**src/ulcs_pkg.sv**
```systemverilog
package ulcs_pkg;

    // Link phases, encoded as reported on the link_state output.
    typedef enum logic [1:0] {
        PH_CONNECTING = 2'd0,
        PH_CHECK_CFG  = 2'd1,
        PH_CONNECTED  = 2'd2,
        PH_RECONNECT  = 2'd3
    } t_phase;

    // Event codes carried by the cmd field.
    typedef enum logic [1:0] {
        CMD_TICK       = 2'd0,
        CMD_BUSY       = 2'd1,
        CMD_STORAGE_DC = 2'd2,
        CMD_FORCED_DC  = 2'd3
    } t_cmd;

    // Configuration register indexes (byte address is four times the index).
    localparam logic [1:0] REG_BUSY_TICKS    = 2'd0;
    localparam logic [1:0] REG_CONNECT_DELAY = 2'd1;
    localparam logic [1:0] REG_AUTO_RUN      = 2'd2;

    // Configuration reset values.
    localparam logic [7:0] BUSY_TICKS_RST    = 8'd33;
    localparam logic [7:0] CONNECT_DELAY_RST = 8'd11;

    // One result transaction.
    typedef struct packed {
        logic [1:0] link_state;
        logic       link_busy;
        logic       connect_line;
        logic       media_ready;
        logic       start_once_pulse;
        logic       transfer_reset_pulse;
        logic       target_run_pulse;
    } t_result;

endpackage

```
**src/ulcs_core.sv**
```systemverilog
module ulcs_core (
    input  logic                i_clk,
    input  logic                i_rst_n,
    input  logic                i_accept,
    input  logic [1:0]          i_cmd,
    input  logic                i_host_configured,
    input  logic [7:0]          i_busy_ticks,
    input  logic [7:0]          i_connect_delay_ticks,
    input  logic                i_auto_target_run,
    output ulcs_pkg::t_result   o_result
);
    import ulcs_pkg::*;

    t_phase     r_phase,      n_phase;
    logic       r_busy,       n_busy;
    logic [7:0] r_busy_cnt,   n_busy_cnt;
    logic [7:0] r_phase_cnt,  n_phase_cnt;
    logic       r_started,    n_started;
    logic       r_connect,    n_connect;
    logic       r_ready,      n_ready;

    logic       start_p;
    logic       xfer_p;
    logic       run_p;
    logic [7:0] busy_dec;
    logic [7:0] phase_dec;
    t_cmd       cmd;

    assign cmd       = t_cmd'(i_cmd);
    assign busy_dec  = (r_busy_cnt != 8'd0) ? r_busy_cnt - 8'd1 : 8'd0;
    assign phase_dec = (r_phase_cnt != 8'd0) ? r_phase_cnt - 8'd1 : 8'd0;

    // Next state for one event.
    always_comb begin
        n_phase     = r_phase;
        n_busy      = r_busy;
        n_busy_cnt  = r_busy_cnt;
        n_phase_cnt = r_phase_cnt;
        n_started   = r_started;
        n_connect   = r_connect;
        n_ready     = r_ready;
        case (cmd)
            CMD_BUSY: begin
                n_busy_cnt = i_busy_ticks;
                n_busy     = 1'b1;
            end
            CMD_STORAGE_DC: begin
                n_busy      = 1'b0;
                n_phase_cnt = i_connect_delay_ticks;
                n_phase     = PH_RECONNECT;
            end
            CMD_FORCED_DC: begin
                n_busy      = 1'b0;
                n_phase_cnt = 8'd0;
                n_phase     = PH_RECONNECT;
            end
            default: begin
                // Slow tick: busy countdown runs first, then the phase logic.
                if (r_busy) begin
                    n_busy_cnt = busy_dec;
                    if (busy_dec == 8'd0) begin
                        n_busy = 1'b0;
                    end
                end
                case (r_phase)
                    PH_RECONNECT: begin
                        if (!n_busy) begin
                            n_phase_cnt = phase_dec;
                            if (phase_dec == 8'd0) begin
                                n_phase     = PH_CONNECTING;
                                n_phase_cnt = i_busy_ticks;
                                n_ready     = 1'b0;
                            end
                        end
                    end
                    PH_CONNECTING: begin
                        n_phase_cnt = phase_dec;
                        if (phase_dec == 8'd0) begin
                            n_connect = 1'b1;
                            n_phase   = PH_CHECK_CFG;
                        end
                    end
                    PH_CHECK_CFG: begin
                        if (i_host_configured) begin
                            n_started = 1'b1;
                            n_phase   = PH_CONNECTED;
                            n_ready   = 1'b1;
                        end
                    end
                    default: begin
                    end
                endcase
            end
        endcase
    end

    // Pulses for one event.
    always_comb begin
        start_p = 1'b0;
        xfer_p  = 1'b0;
        run_p   = 1'b0;
        case (cmd)
            CMD_STORAGE_DC: begin
                run_p = i_auto_target_run;
            end
            CMD_TICK: begin
                if (r_phase == PH_CHECK_CFG && i_host_configured) begin
                    xfer_p  = 1'b1;
                    start_p = !r_started;
                end
            end
            default: begin
            end
        endcase
    end

    // Result reflects the state after the event.
    always_comb begin
        o_result.link_state           = n_phase;
        o_result.link_busy            = n_busy;
        o_result.connect_line         = n_connect;
        o_result.media_ready          = n_ready;
        o_result.start_once_pulse     = start_p;
        o_result.transfer_reset_pulse = xfer_p;
        o_result.target_run_pulse     = run_p;
    end

    // State registers advance only on an accepted transaction.
    always_ff @(posedge i_clk) begin
        if (!i_rst_n) begin
            r_phase     <= PH_CONNECTING;
            r_busy      <= 1'b0;
            r_busy_cnt  <= 8'd0;
            r_phase_cnt <= CONNECT_DELAY_RST;
            r_started   <= 1'b0;
            r_connect   <= 1'b0;
            r_ready     <= 1'b0;
        end else if (i_accept) begin
            r_phase     <= n_phase;
            r_busy      <= n_busy;
            r_busy_cnt  <= n_busy_cnt;
            r_phase_cnt <= n_phase_cnt;
            r_started   <= n_started;
            r_connect   <= n_connect;
            r_ready     <= n_ready;
        end
    end

endmodule

```
**src/usb_link_connect_sequencer.sv**
```systemverilog
// USB link connect sequencer. Each input transaction is one event (slow tick,
// busy mark, storage disconnect, forced disconnect) and produces exactly one
// result transaction carrying the link phase, busy flag, connect and media
// ready levels, and the start-once, transfer-reset and target-run pulses.
// The block takes one event per clock cycle unless o_stall is high. Each
// result is registered in the output register, or in the one-entry skid
// stage behind it while the output is stalled, so one further event is
// taken meanwhile; o_stall rises only when both are full. Configuration goes
// through the APB port (busy_ticks at 0x0, connect_delay_ticks at 0x4,
// auto_target_run at 0x8) and is to be written only while the block is idle.
module usb_link_connect_sequencer (
    input  logic        i_clk,
    input  logic        i_rst_n,
    // APB configuration port
    input  logic        psel,
    input  logic        penable,
    input  logic        pwrite,
    input  logic [3:0]  paddr,
    input  logic [31:0] pwdata,
    output logic [31:0] prdata,
    output logic        pready,
    // Event channel
    input  logic        i_valid,
    output logic        o_stall,
    input  logic [1:0]  i_cmd,
    input  logic        i_host_configured,
    // Result channel
    output logic        o_valid,
    input  logic        i_stall,
    output logic [1:0]  o_link_state,
    output logic        o_link_busy,
    output logic        o_connect_line,
    output logic        o_media_ready,
    output logic        o_start_once_pulse,
    output logic        o_transfer_reset_pulse,
    output logic        o_target_run_pulse
);
    import ulcs_pkg::*;

    logic [7:0] r_busy_ticks;
    logic [7:0] r_connect_delay;
    logic       r_auto_run;

    logic       r_out_valid;
    t_result    r_out;
    logic       r_skid_valid;
    t_result    r_skid;

    logic       in_accept;
    logic       out_take;
    logic       cfg_write;
    logic [1:0] reg_index;
    t_result    result;

    // Configuration register file.
    assign pready    = 1'b1;
    assign cfg_write = psel && penable && pwrite;
    assign reg_index = paddr[3:2];

    always_ff @(posedge i_clk) begin
        if (!i_rst_n) begin
            r_busy_ticks    <= BUSY_TICKS_RST;
            r_connect_delay <= CONNECT_DELAY_RST;
            r_auto_run      <= 1'b0;
        end else if (cfg_write) begin
            case (reg_index)
                REG_BUSY_TICKS:    r_busy_ticks    <= pwdata[7:0];
                REG_CONNECT_DELAY: r_connect_delay <= pwdata[7:0];
                REG_AUTO_RUN:      r_auto_run      <= pwdata[0];
                default: begin
                end
            endcase
        end
    end

    always_comb begin
        case (reg_index)
            REG_BUSY_TICKS:    prdata = {24'd0, r_busy_ticks};
            REG_CONNECT_DELAY: prdata = {24'd0, r_connect_delay};
            REG_AUTO_RUN:      prdata = {31'd0, r_auto_run};
            default:           prdata = 32'd0;
        endcase
    end

    // Handshakes.
    assign o_stall   = r_skid_valid;
    assign in_accept = i_valid && !r_skid_valid;
    assign out_take  = r_out_valid && !i_stall;

    ulcs_core u_core (
        .i_clk                 (i_clk),
        .i_rst_n               (i_rst_n),
        .i_accept              (in_accept),
        .i_cmd                 (i_cmd),
        .i_host_configured     (i_host_configured),
        .i_busy_ticks          (r_busy_ticks),
        .i_connect_delay_ticks (r_connect_delay),
        .i_auto_target_run     (r_auto_run),
        .o_result              (result)
    );

    // Output register with a skid stage behind it.
    always_ff @(posedge i_clk) begin
        if (!i_rst_n) begin
            r_out_valid  <= 1'b0;
            r_skid_valid <= 1'b0;
        end else begin
            if (!r_out_valid || out_take) begin
                if (r_skid_valid) begin
                    r_out_valid  <= 1'b1;
                    r_skid_valid <= 1'b0;
                end else begin
                    r_out_valid <= in_accept;
                end
            end else if (in_accept) begin
                r_skid_valid <= 1'b1;
            end
        end
    end

    always_ff @(posedge i_clk) begin
        if (!r_out_valid || out_take) begin
            if (r_skid_valid) begin
                r_out <= r_skid;
            end else if (in_accept) begin
                r_out <= result;
            end
        end else if (in_accept) begin
            r_skid <= result;
        end
    end

    assign o_valid                = r_out_valid;
    assign o_link_state           = r_out.link_state;
    assign o_link_busy            = r_out.link_busy;
    assign o_connect_line         = r_out.connect_line;
    assign o_media_ready          = r_out.media_ready;
    assign o_start_once_pulse     = r_out.start_once_pulse;
    assign o_transfer_reset_pulse = r_out.transfer_reset_pulse;
    assign o_target_run_pulse     = r_out.target_run_pulse;

endmodule

```
**config.mk**
```make
export PLATFORM = sky130hd
export DESIGN_NAME = usb_link_connect_sequencer
export DESIGN_NICKNAME = d
export VERILOG_FILES = /design/src/ulcs_pkg.sv /design/src/ulcs_core.sv /design/src/usb_link_connect_sequencer.sv
export SDC_FILE = /design/constraint.sdc
export NUM_CORES = 1
export LEC_CHECK = 0
export ABC_AREA = 1
export BUFFER_PORTS_ARGS = -buffer_cell sky130_fd_sc_hd__buf_4
export CAP_MARGIN = 10
export CORE_MARGIN = 3
export CORE_UTILIZATION = 30
export CTS_CLUSTER_SIZE = 28
export DETAILED_ROUTE_END_ITERATION = 12
export GPL_TIMING_DRIVEN = 1
export SYNTH_ARGS = -nofsm -noshare
export SYNTH_HDL_FRONTEND = slang
export SYNTH_HIERARCHICAL = 1
export SYNTH_SLANG_ARGS = --single-unit
```
**constraint.sdc**
```tcl
create_clock -name i_clk -period 4 [get_ports i_clk]
set_clock_uncertainty 0.15 [all_clocks]
set_input_delay 0.8 -clock i_clk [delete_from_list [all_inputs] [get_ports i_clk]]
set_output_delay 0.8 -clock i_clk [all_outputs]
set_load 0.02 [all_outputs]
```
Word level (Yosys, flattened, before mapping)
Index checks and enable logic that the tools add are counted.

Add/subtract/negate cells: 2. Multipliers: 0. Divide/modulo/power cells: 0. Magnitude comparators: 0. Equal/unequal tests: 8. Shift operators: 0. Muxes and demuxes: 35. Bitwise operators: 5. Reductions and logical operators: 31.

Operator list (count): two-way mux 8 bit (7); case mux 8 bit (3 select lines) (2); case mux 8 bit (2 select lines) (2); logical NOT 8 bit (2); two-way mux 1 bit (16); nonzero test 8 bit (2); subtractor 8 x 1 -> 8 bit (second input constant) (2); AND reduction 2 bit (5); equality test 2 bit (second input constant) (4); two-way mux 2 bit (4); AND reduction 4 bit (2); equality test 2 x 1 -> 1 bit (second input constant) (3); logical NOT 2 bit (3); case mux 2 bit (3 select lines) (1); logical AND 1 bit (5); inverter 1 bit (5); logical NOT 1 bit (4); inequality test 4 bit (second input constant) (1); case mux 1 bit (2 select lines) (2); case mux 2 bit (2 select lines) (1); nonzero test 2 bit (2); nonzero test 4 bit (1); OR reduction 2 bit (2); AND reduction 3 bit (1); 2 further kinds (2).

Bits in registers: 57. Latch bits: 0. Memory bits (writable): 0. Bits in read-only memories: 0. Bits of input ports: 46. Output and inout bits: 43. Word-level logic and storage cells: 107. Memories: 0.

Longest topological paths before layout
Gate-level depths: netlist of run 1.

Depth in word-level cells: 11. Mapped depth: 18. Depth with buffers taken out: 17.

Cells and area by module
The synthesis of run 1 kept the hierarchy.

By module, submodules not included: ulcs_core (times used 1, cells an instance 300, area an instance 1821.7 µm², sequential area each 440.4 µm²); usb_link_connect_sequencer (times used 1, cells an instance 199, area an instance 1711.6 µm², sequential area each 860.8 µm²).

Worst setup path after synthesis of run 1
No wires, ideal clock.

Kind: input-to-output. Start point: in paddr[3]. End point: out prdata[0]. Arrival: 1.377 ns. Required time: 3.050 ns. Path slack: 1.673 ns. Stages: 4. Buffers on the path: 1. Path through: nor2_2 buf_6 nand2_1 nand3_1.

Cells in the longest elaborated chain, start to end: 2. Elaborated cells on any way between the ends: 4. Those cells by class: 2 x eq/ne; 1 x mux; 1 x reduce/logical.

RTL lines: from (decl) (line usb_link_connect_sequencer.sv:18) `input logic [3:0] paddr,`; equality test 2 bit, or another cell as far along (line usb_link_connect_sequencer.sv:77) `case (reg_index)`; case mux 8 bit (3 select lines) * (line usb_link_connect_sequencer.sv:77); to (decl) (line usb_link_connect_sequencer.sv:20) `output logic [31:0] prdata,`.

Every way passes the cells marked *; elsewhere a longest branch is shown, timed or not.

Worst setup path after layout of run 1
Start point: in paddr[3]. End point: out prdata[5].

The elaborated chain is that of the path after synthesis.

==> qor.yml, run 1 <==
insertion_delay_ns: 0.33
critPathMaxFanout: 15
rows: 39
criticalPathCategory: "input pin to primary output"
maxCapViolations: 0
numCtsBuffers: 9
grt_max_degree: 34
dieArea_mm2: 0.0131
rr_worst_depth: 17
arrival_ns: 1.88
grt_pass1_vias: 2848
end_kind: "primary output"
crit_top_cell: "buf_4"
port-buffer-count: 37
drc_errors: 0
antenna_found_initial: 0
final_antenna_net_count: 0
syn2layout_area_growth_pct: 14.1
drive_gt1_frac: 0.172
min_from: "u_core/r_started"
synth_edf_count: 16
synth_ff_type: "dfxtp_1"
p_per_area_mw_per_mm2: 403
netlist_area_mm2: 0.00353
grt_usage: 0.126
p_leak_nw: 1.92
cp-start-kind: "input pin"
min_to: "u_core/r_started"
cts_setup_buffers: 0
cts-root-buf: "clkbuf_16"
rsz0062_at_grt: "false"
start_util: 0.308
rr_endpoint: "o_link_state[1]"
num-nets-final: 581
ys_warn_count: 6
die_w_um: 115
worstPathCellList: "buf_4 -> nor2_2 -> a22o_2 -> buf_4"
num_vias: 3144
synthCells: 499
ys_ff_latch: 57
die_h_um: 115
path_clk_slew_ns: 0.05
tightest_slew_ns: 1.03
r2r_start: "u_core/r_busy_cnt[0]"
hold_path.class: "flip-flop to flip-flop"
post-route-util: 0.352
vdd_drop_max_mv: 0.231
relSlewSlack: 0.305
holdBufCountCts: 0
cts_resized: 0
io_pins: 89
async_flop_share: 0
fmaxAchievable_mhz: 353
cts_tree: "yes"
hold_violations: 0
period_share: 0.708
fin_crit_ns: 2.83
wl_per_cell_um: 11.8
drt_first_pass_iters: 5
grt_pass1_wl_um: 13300
n_antenna_cell: 0
vias_per_cell: 4.64
cts.sink_count: 57
place_congestion: 0.872
fin_setup_tns_ns: 0
setup_viol: 0
gr-total-overflow: 0
clockBufferDepth: 2
drt_iter0_markers: 159
slew_viol_final: 0
crit_slowest_cell: "nor2_2"
outcome: "finished clean"
ys_seq_area_frac: 0.368
slowest_delay_ns: 0.52
yosysUniqueCellTypes: 38
dpl.hpwl_um: 5990
r2r_slack_ns: 1.50
routed_wl_um: 7980
h-tree-depth: 3
required_ns: 3.05
syn_area_per_cell_um2: 7.08
whs_path_depth: 2
coreArea_mm2: 0.0115
final cells by class:
type	instances	area (um^2)
repair buffers	37	278
inverters	59	224
well taps	143	179
clock inverters	5	22.5
fillers	1187	7440
flip-flops and latches	57	1300
multi-input cells	365	1790
clock buffers	11	233
placed cells by master (no fill, tap or decap), drive strengths merged:
cell	n
a211oi	1
a21boi	2
a21oi	32
a221oi	1
a22o	7
a22oi	2
and3	1
buf	37
clkbuf	11
clkinv	5
conb	25
dfxtp	41
edfxtp	16
ha	6
inv	59
nand2	136
nand3	42
nand4	2
nor2	65
nor3	3
o211a	1
o211ai	1
o21ai	35
o21bai	1
o22ai	1
xor2	1
power by group:
group          internal (mW)  total [mW]  switching [mW]
clock                  0.410       0.661           0.251
sequential             0.626       0.650          0.0239
combinational          0.106       0.314           0.208
total                   1.14        1.63           0.483
routing by layer:
layer  share of wire  vias to the layer above  track usage
met2            0.45                       95        0.198
li1                -                     1619            -
met4           0.011                        0       0.0451
met3           0.066                        7       0.0386
met1            0.47                     1423        0.164
met5               0                        -            0
synthesized netlist by cell type, types with 2 or more instances:
cell | count | area share
nand3_1 | 36 | 0.051
inv_2 | 7 | 0.0074
nand3_2 | 6 | 0.017
inv_1 | 51 | 0.054
nor2_2 | 8 | 0.014
clkbuf_1 | 2 | 0.0021
buf_6 | 3 | 0.0096
ha_1 | 6 | 0.021
nor3_1 | 3 | 0.0042
dfxtp_1 | 41 | 0.23
nor2_1 | 51 | 0.054
o21ai_0 | 25 | 0.035
a21boi_1 | 2 | 0.0042
o21ai_2 | 2 | 0.0050
conb_1 | 2 | 0.0021
a22oi_1 | 2 | 0.0042
o21ai_1 | 8 | 0.011
nor2_4 | 6 | 0.019
buf_4 | 32 | 0.068
a21oi_1 | 32 | 0.045
edfxtp_1 | 16 | 0.14
buf_2 | 3 | 0.0042
nand2_4 | 2 | 0.0064
a22o_2 | 7 | 0.020
nand2_1 | 133 | 0.14
worst max path at each step:
| stage | start | to | slack [ns] | cells past startpoint |
|---|---|---|---|---|
| 6_report | paddr[3] | prdata[5] | 1.17 | 4 |
| 5_1_grt | paddr[3] | prdata[0] | 1.06 | 5 |
| 4_1_cts | paddr[3] | prdata[5] | 1.16 | 4 |
| 3_5_place_dp | paddr[3] | prdata[5] | 1.17 | 4 |
| 3_3_place_gp | paddr[3] | prdata[2] | 1.16 | 4 |
| 2_1_floorplan | paddr[3] | prdata[0] | 1.67 | 4 |
stage by stage:
step	cells	hold slack (ns)	power (mW)	worst slack (ns)	instance area (um^2)
final	677	0.303	1.63	1.17	4030
after CTS	677	0.308	1.64	1.16	4030
after floorplan	522	0.281	0.917	1.67	3620
after detailed placement	661	0.301	0.973	1.17	3780
after global routing	677	0.333	1.71	1.06	4030
after global placement	661	0.294	0.970	1.16	3780
worst max-delay path: cells and delay by family:
kind | cells | cell delay (ns)
AND/OR/NAND/NOR | 1 | 0.52
buffers and inverters | 2 | 0.27
AO/OA/AOI/OAI | 1 | 0.28
sequential cells by signal, indices dropped and copies added, names as in the netlist:
register / flops
r_busy_ticks: 8
u_core/r_ready: 1
o_valid: 1
o_stall: 1
u_core/r_busy: 1
o_target_run_pulse: 1
r_auto_run: 1
r_connect_delay: 8
u_core/r_busy_cnt: 8
o_link_busy: 1
u_core/r_phase: 2
o_media_ready: 1
o_link_state: 2
u_core/r_connect: 1
u_core/r_phase_cnt: 8
r_skid: 8
u_core/r_started: 1
o_start_once_pulse: 1
o_transfer_reset_pulse: 1
o_connect_line: 1
cells by family after synthesis:
group | Yosys count | share of synthesized area
compound gates | 84 | 0.141
xor+xnor | 1 | 0.00248
fa+ha+maj | 6 | 0.0212
buf+inv | 100 | 0.148
flops | 57 | 0.368
other cells | 2 | 0.00213
simple gates | 249 | 0.316
(Power assumes the default switching activity.)
==> run 2: changes to the inputs <==
--- a/config.mk
+++ b/config.mk
@@ -5,7 +5,7 @@
 export SDC_FILE = /design/constraint.sdc
 export NUM_CORES = 1
 export LEC_CHECK = 0
-export ABC_AREA = 1
+export ABC_AREA = 0
 export BUFFER_PORTS_ARGS = -buffer_cell sky130_fd_sc_hd__buf_4
 export CAP_MARGIN = 10
 export CORE_MARGIN = 3
==> constraint.sdc (replaced) <==
create_clock -name i_clk -period 2.3 [get_ports i_clk]
set_clock_uncertainty 0.15 [all_clocks]
set_input_delay 0.46 -clock i_clk [delete_from_list [all_inputs] [get_ports i_clk]]
set_output_delay 0.46 -clock i_clk [all_outputs]
set_load 0.02 [all_outputs]
==> run 2 against run 1 <==
Against the previous run:
- the run now ends with setup timing left
- combinational power increased by 74%
- clock-buffer cell count increased by 1
- sequential cell count unchanged
- setup slack worse by 1.3 ns
- final area up 14%
- worst hold slack worse by 0.059 ns
- routed wire length up 13%
- clock power rose by 94%
- die area is 0.20% lower
- final cell count down 10%
- synthesized cell count fell by 21%
- global-route usage is 0.99 points higher
- largest cell class unchanged
- largest power group unchanged
- highest routed layer unchanged
==> qor.yml, run 2 <==
wl_per_cell_um: 14.8  # +26%
gr-total-overflow: 0  # unchanged
fin_hold_ws_ns: 0.244  # -0.0588 ns
drt_first_pass_iters: 5  # unchanged
synth_ff_type: "dfxtp_1"
fin_ws_ns: -0.146  # -1.31 ns
drc_errors: 0  # unchanged
ys_warn_count: 6  # unchanged
slew_viol_final: 0  # unchanged
required_ns: 2.35  # -0.70 ns
cp-start-kind: "flip-flop"
num_vias: 3075  # -2.2%
yosysMostFrequentCell: "dfxtp_1"
grt_pass1_vias: 2956  # +3.8%
synthMuxAreaShare: 0.0965  # +0.0965
synthAdderAreaFrac: 0.0213  # +0.0000452
synth_top_cells_by_area: "dfxtp_1 23%, edfxtp_1 14%, buf_4 7.5%"
path_clk_slew_ns: 0.05  # about the same
synth-simple-area-share: 0.200  # -0.116
numCtsBuffers: 9  # unchanged
vdd_drop_max_mv: 0.370  # +60%
final_common_cell: "buf_4"
io_pins: 89  # unchanged
grt_usage: 0.136  # +0.00991
ys_ff_latch: 57  # unchanged
yosysUniqueCellTypes: 65  # +71%
synth_top_area_frac: 0.233  # +0.000495
place_congestion: 0.854  # -2.1%
h-tree-depth: 3  # unchanged
hold_path.class: "input pin to flip-flop"
synth_edf_count: 16  # unchanged
die_h_um: 114  # -0.10%
dieArea_mm2: 0.0131  # -0.20%
fin_setup_tns_ns: -1.42  # -1.42 ns
drive_gt1_frac: 0.325  # +0.153
post_dp_cell_area_mm2: 0.00405  # +7.4%
cts.sink_count: 57  # unchanged
start_util: 0.316  # +0.00744
async_flop_share: 0  # unchanged
ys_top_cells_by_count: "41 x dfxtp_1, 36 x nand2_1, 35 x buf_4"
die_w_um: 114  # -0.10%
num-nets-final: 515  # -11%
top_layer: "met4"
drt_iter0_markers: 228  # +43%
wl_met2_um: 4280  # +19%
syn_area_per_cell_um2: 8.99  # +27%
routed_wl_um: 9000  # +13%
p_leak_nw: 1.92  # -0.13%
r2r_slack_ns: -0.15  # -1.65 ns
rows: 38  # -2.6%
setup_viol: 17  # +17
end_kind: "flip-flop"
fin_crit_ns: 2.45
synth_xor_area_frac: 0.0124  # +0.00994
dpl.hpwl_um: 6440  # +7.4%
tightest_slew_ns: 0.688  # -0.347 ns
rsz0062_at_grt: "true"
post-route-util: 0.410  # +0.0586
coreArea_mm2: 0.0112  # -2.6%
synth_top_family_by_area: "simple AND/OR/NAND/NOR gates"
hold_violations: 0  # unchanged
vias_per_cell: 5.06  # +8.9%
synthCells: 392  # -21%
criticalPathCategory: "flip-flop to flip-flop"
netlist_area_mm2: 0.00353  # -0.21%
arrival_ns: 2.50  # +0.62 ns
wl_met3_um: 481  # -8.4%
port-buffer-count: 37  # unchanged
critPathMaxFanout: 4  # -11
maxCapViolations: 0  # unchanged
grt_max_degree: 43  # +26%
clockBufferDepth: 2  # unchanged
antenna_found_initial: 0  # unchanged
synth_compound_area_frac: 0.191  # +0.0493
p_per_area_mw_per_mm2: 643  # +59%
layout_common_cells: "86 x buf_4, 38 x dfxtp_1, 35 x nand2_1"
fillers: 1107  # -6.7%
period_share: 1.06
final_antenna_net_count: 0  # unchanged
cts_tree: "yes"
grt_pass1_wl_um: 14300  # +7.2%
cts-root-buf: "clkbuf_16"
yosys.area.top_type: "dfxtp_1"
fmaxAchievable_mhz: 409
violations: "setup timing"
syn2layout_area_growth_pct: 30.0
relSlewSlack: 0.538  # +0.234
met1_length_um: 4130  # +9.6%
outcome: "complete, but fails checks"
ys_seq_area_frac: 0.369  # +0.000784
n_antenna_cell: 0  # unchanged
insertion_delay_ns: 0.33  # about the same
finalInstanceArea_mm2: 0.00458  # +14%
## run 2: cell types whose count changed in the layout (fill, tap and decap cells not counted), moves of 11 or more
cell     before  now
o21ai_0      25   12
inv_1        51    9
nor2_1       51   27
buf_4        37   86
nand2_1     133   35
mux2i_1       0   25
nand3_1      36    0
nor2b_1       0   11
## run 2: layer usage
layer / track usage / vias up
met3: 0.0349 / 12
met2: 0.222 / 92
met5: 0 / -
met4: 0.0412 / 0
li1: - / 1511
met1: 0.177 / 1460
## run 2: layout make-up
cell class / count / area, um^2 / area share
multi-input combinational: 296 / 2090 / 0.457
sequential: 57 / 1310 / 0.285
timing repair buffer: 89 / 679 / 0.148
clock buffer: 12 / 268 / 0.0584
tap: 140 / 175 / 0.0382
inverter: 10 / 37.5 / 0.00819
clock inverter: 4 / 23.8 / 0.00519
## run 2: timing repair
item,CTS,global route
endpoints found under the setup margin,16,28
hold buffers,0,0
pin swaps,8,7
resized for setup,14,22
setup buffers,6,3
## run 2: kinds of logic after synthesis
family,after synthesis
adders and majority gates,6
other,2
DFF,57
AOI/OAI and AO/OA,100
and+or+nand+nor,127
buffers and inverters,62
xor gates and xnor gates,5
muxes,33
## run 2: metrics by stage
step	setup WS (ns)	total power, mW	std cells
floorplan	-0.0693	1.49	415
CTS	-0.152	2.95	605
global placement	-0.167	1.62	583
global route	-0.275	3.08	608
detailed placement	-0.206	1.64	583
finish	-0.146	2.95	608
## run 2: where the power goes
group          internal, mW  switching [mW]  total (mW)
Clock                 0.820           0.463        1.28
Sequential             1.08          0.0398        1.12
Combinational         0.238           0.309       0.547
Total                  2.14           0.811        2.95
## run 2: path summary, 6_finish.rpt
kind | startpoint | endpoint | cells past startpoint
worst max-delay path | u_core/r_busy_cnt[0] | o_link_state[1] | 7
worst min-delay path | pwdata[5] | r_connect_delay[5] | 3
worst max register to register | u_core/r_busy_cnt[0] | o_link_state[1] | 7
worst min register to register | u_core/r_started | u_core/r_started | 1
## run 2: critical path, stage by stage (launching register included)
cell	delay [ns]
dfxtp_2	0.32
or4_4	0.55
or4_4	0.45
a22oi_4	0.18
a21o_1	0.18
a21oi_2	0.08
o31ai_2	0.22
mux2_4	0.19
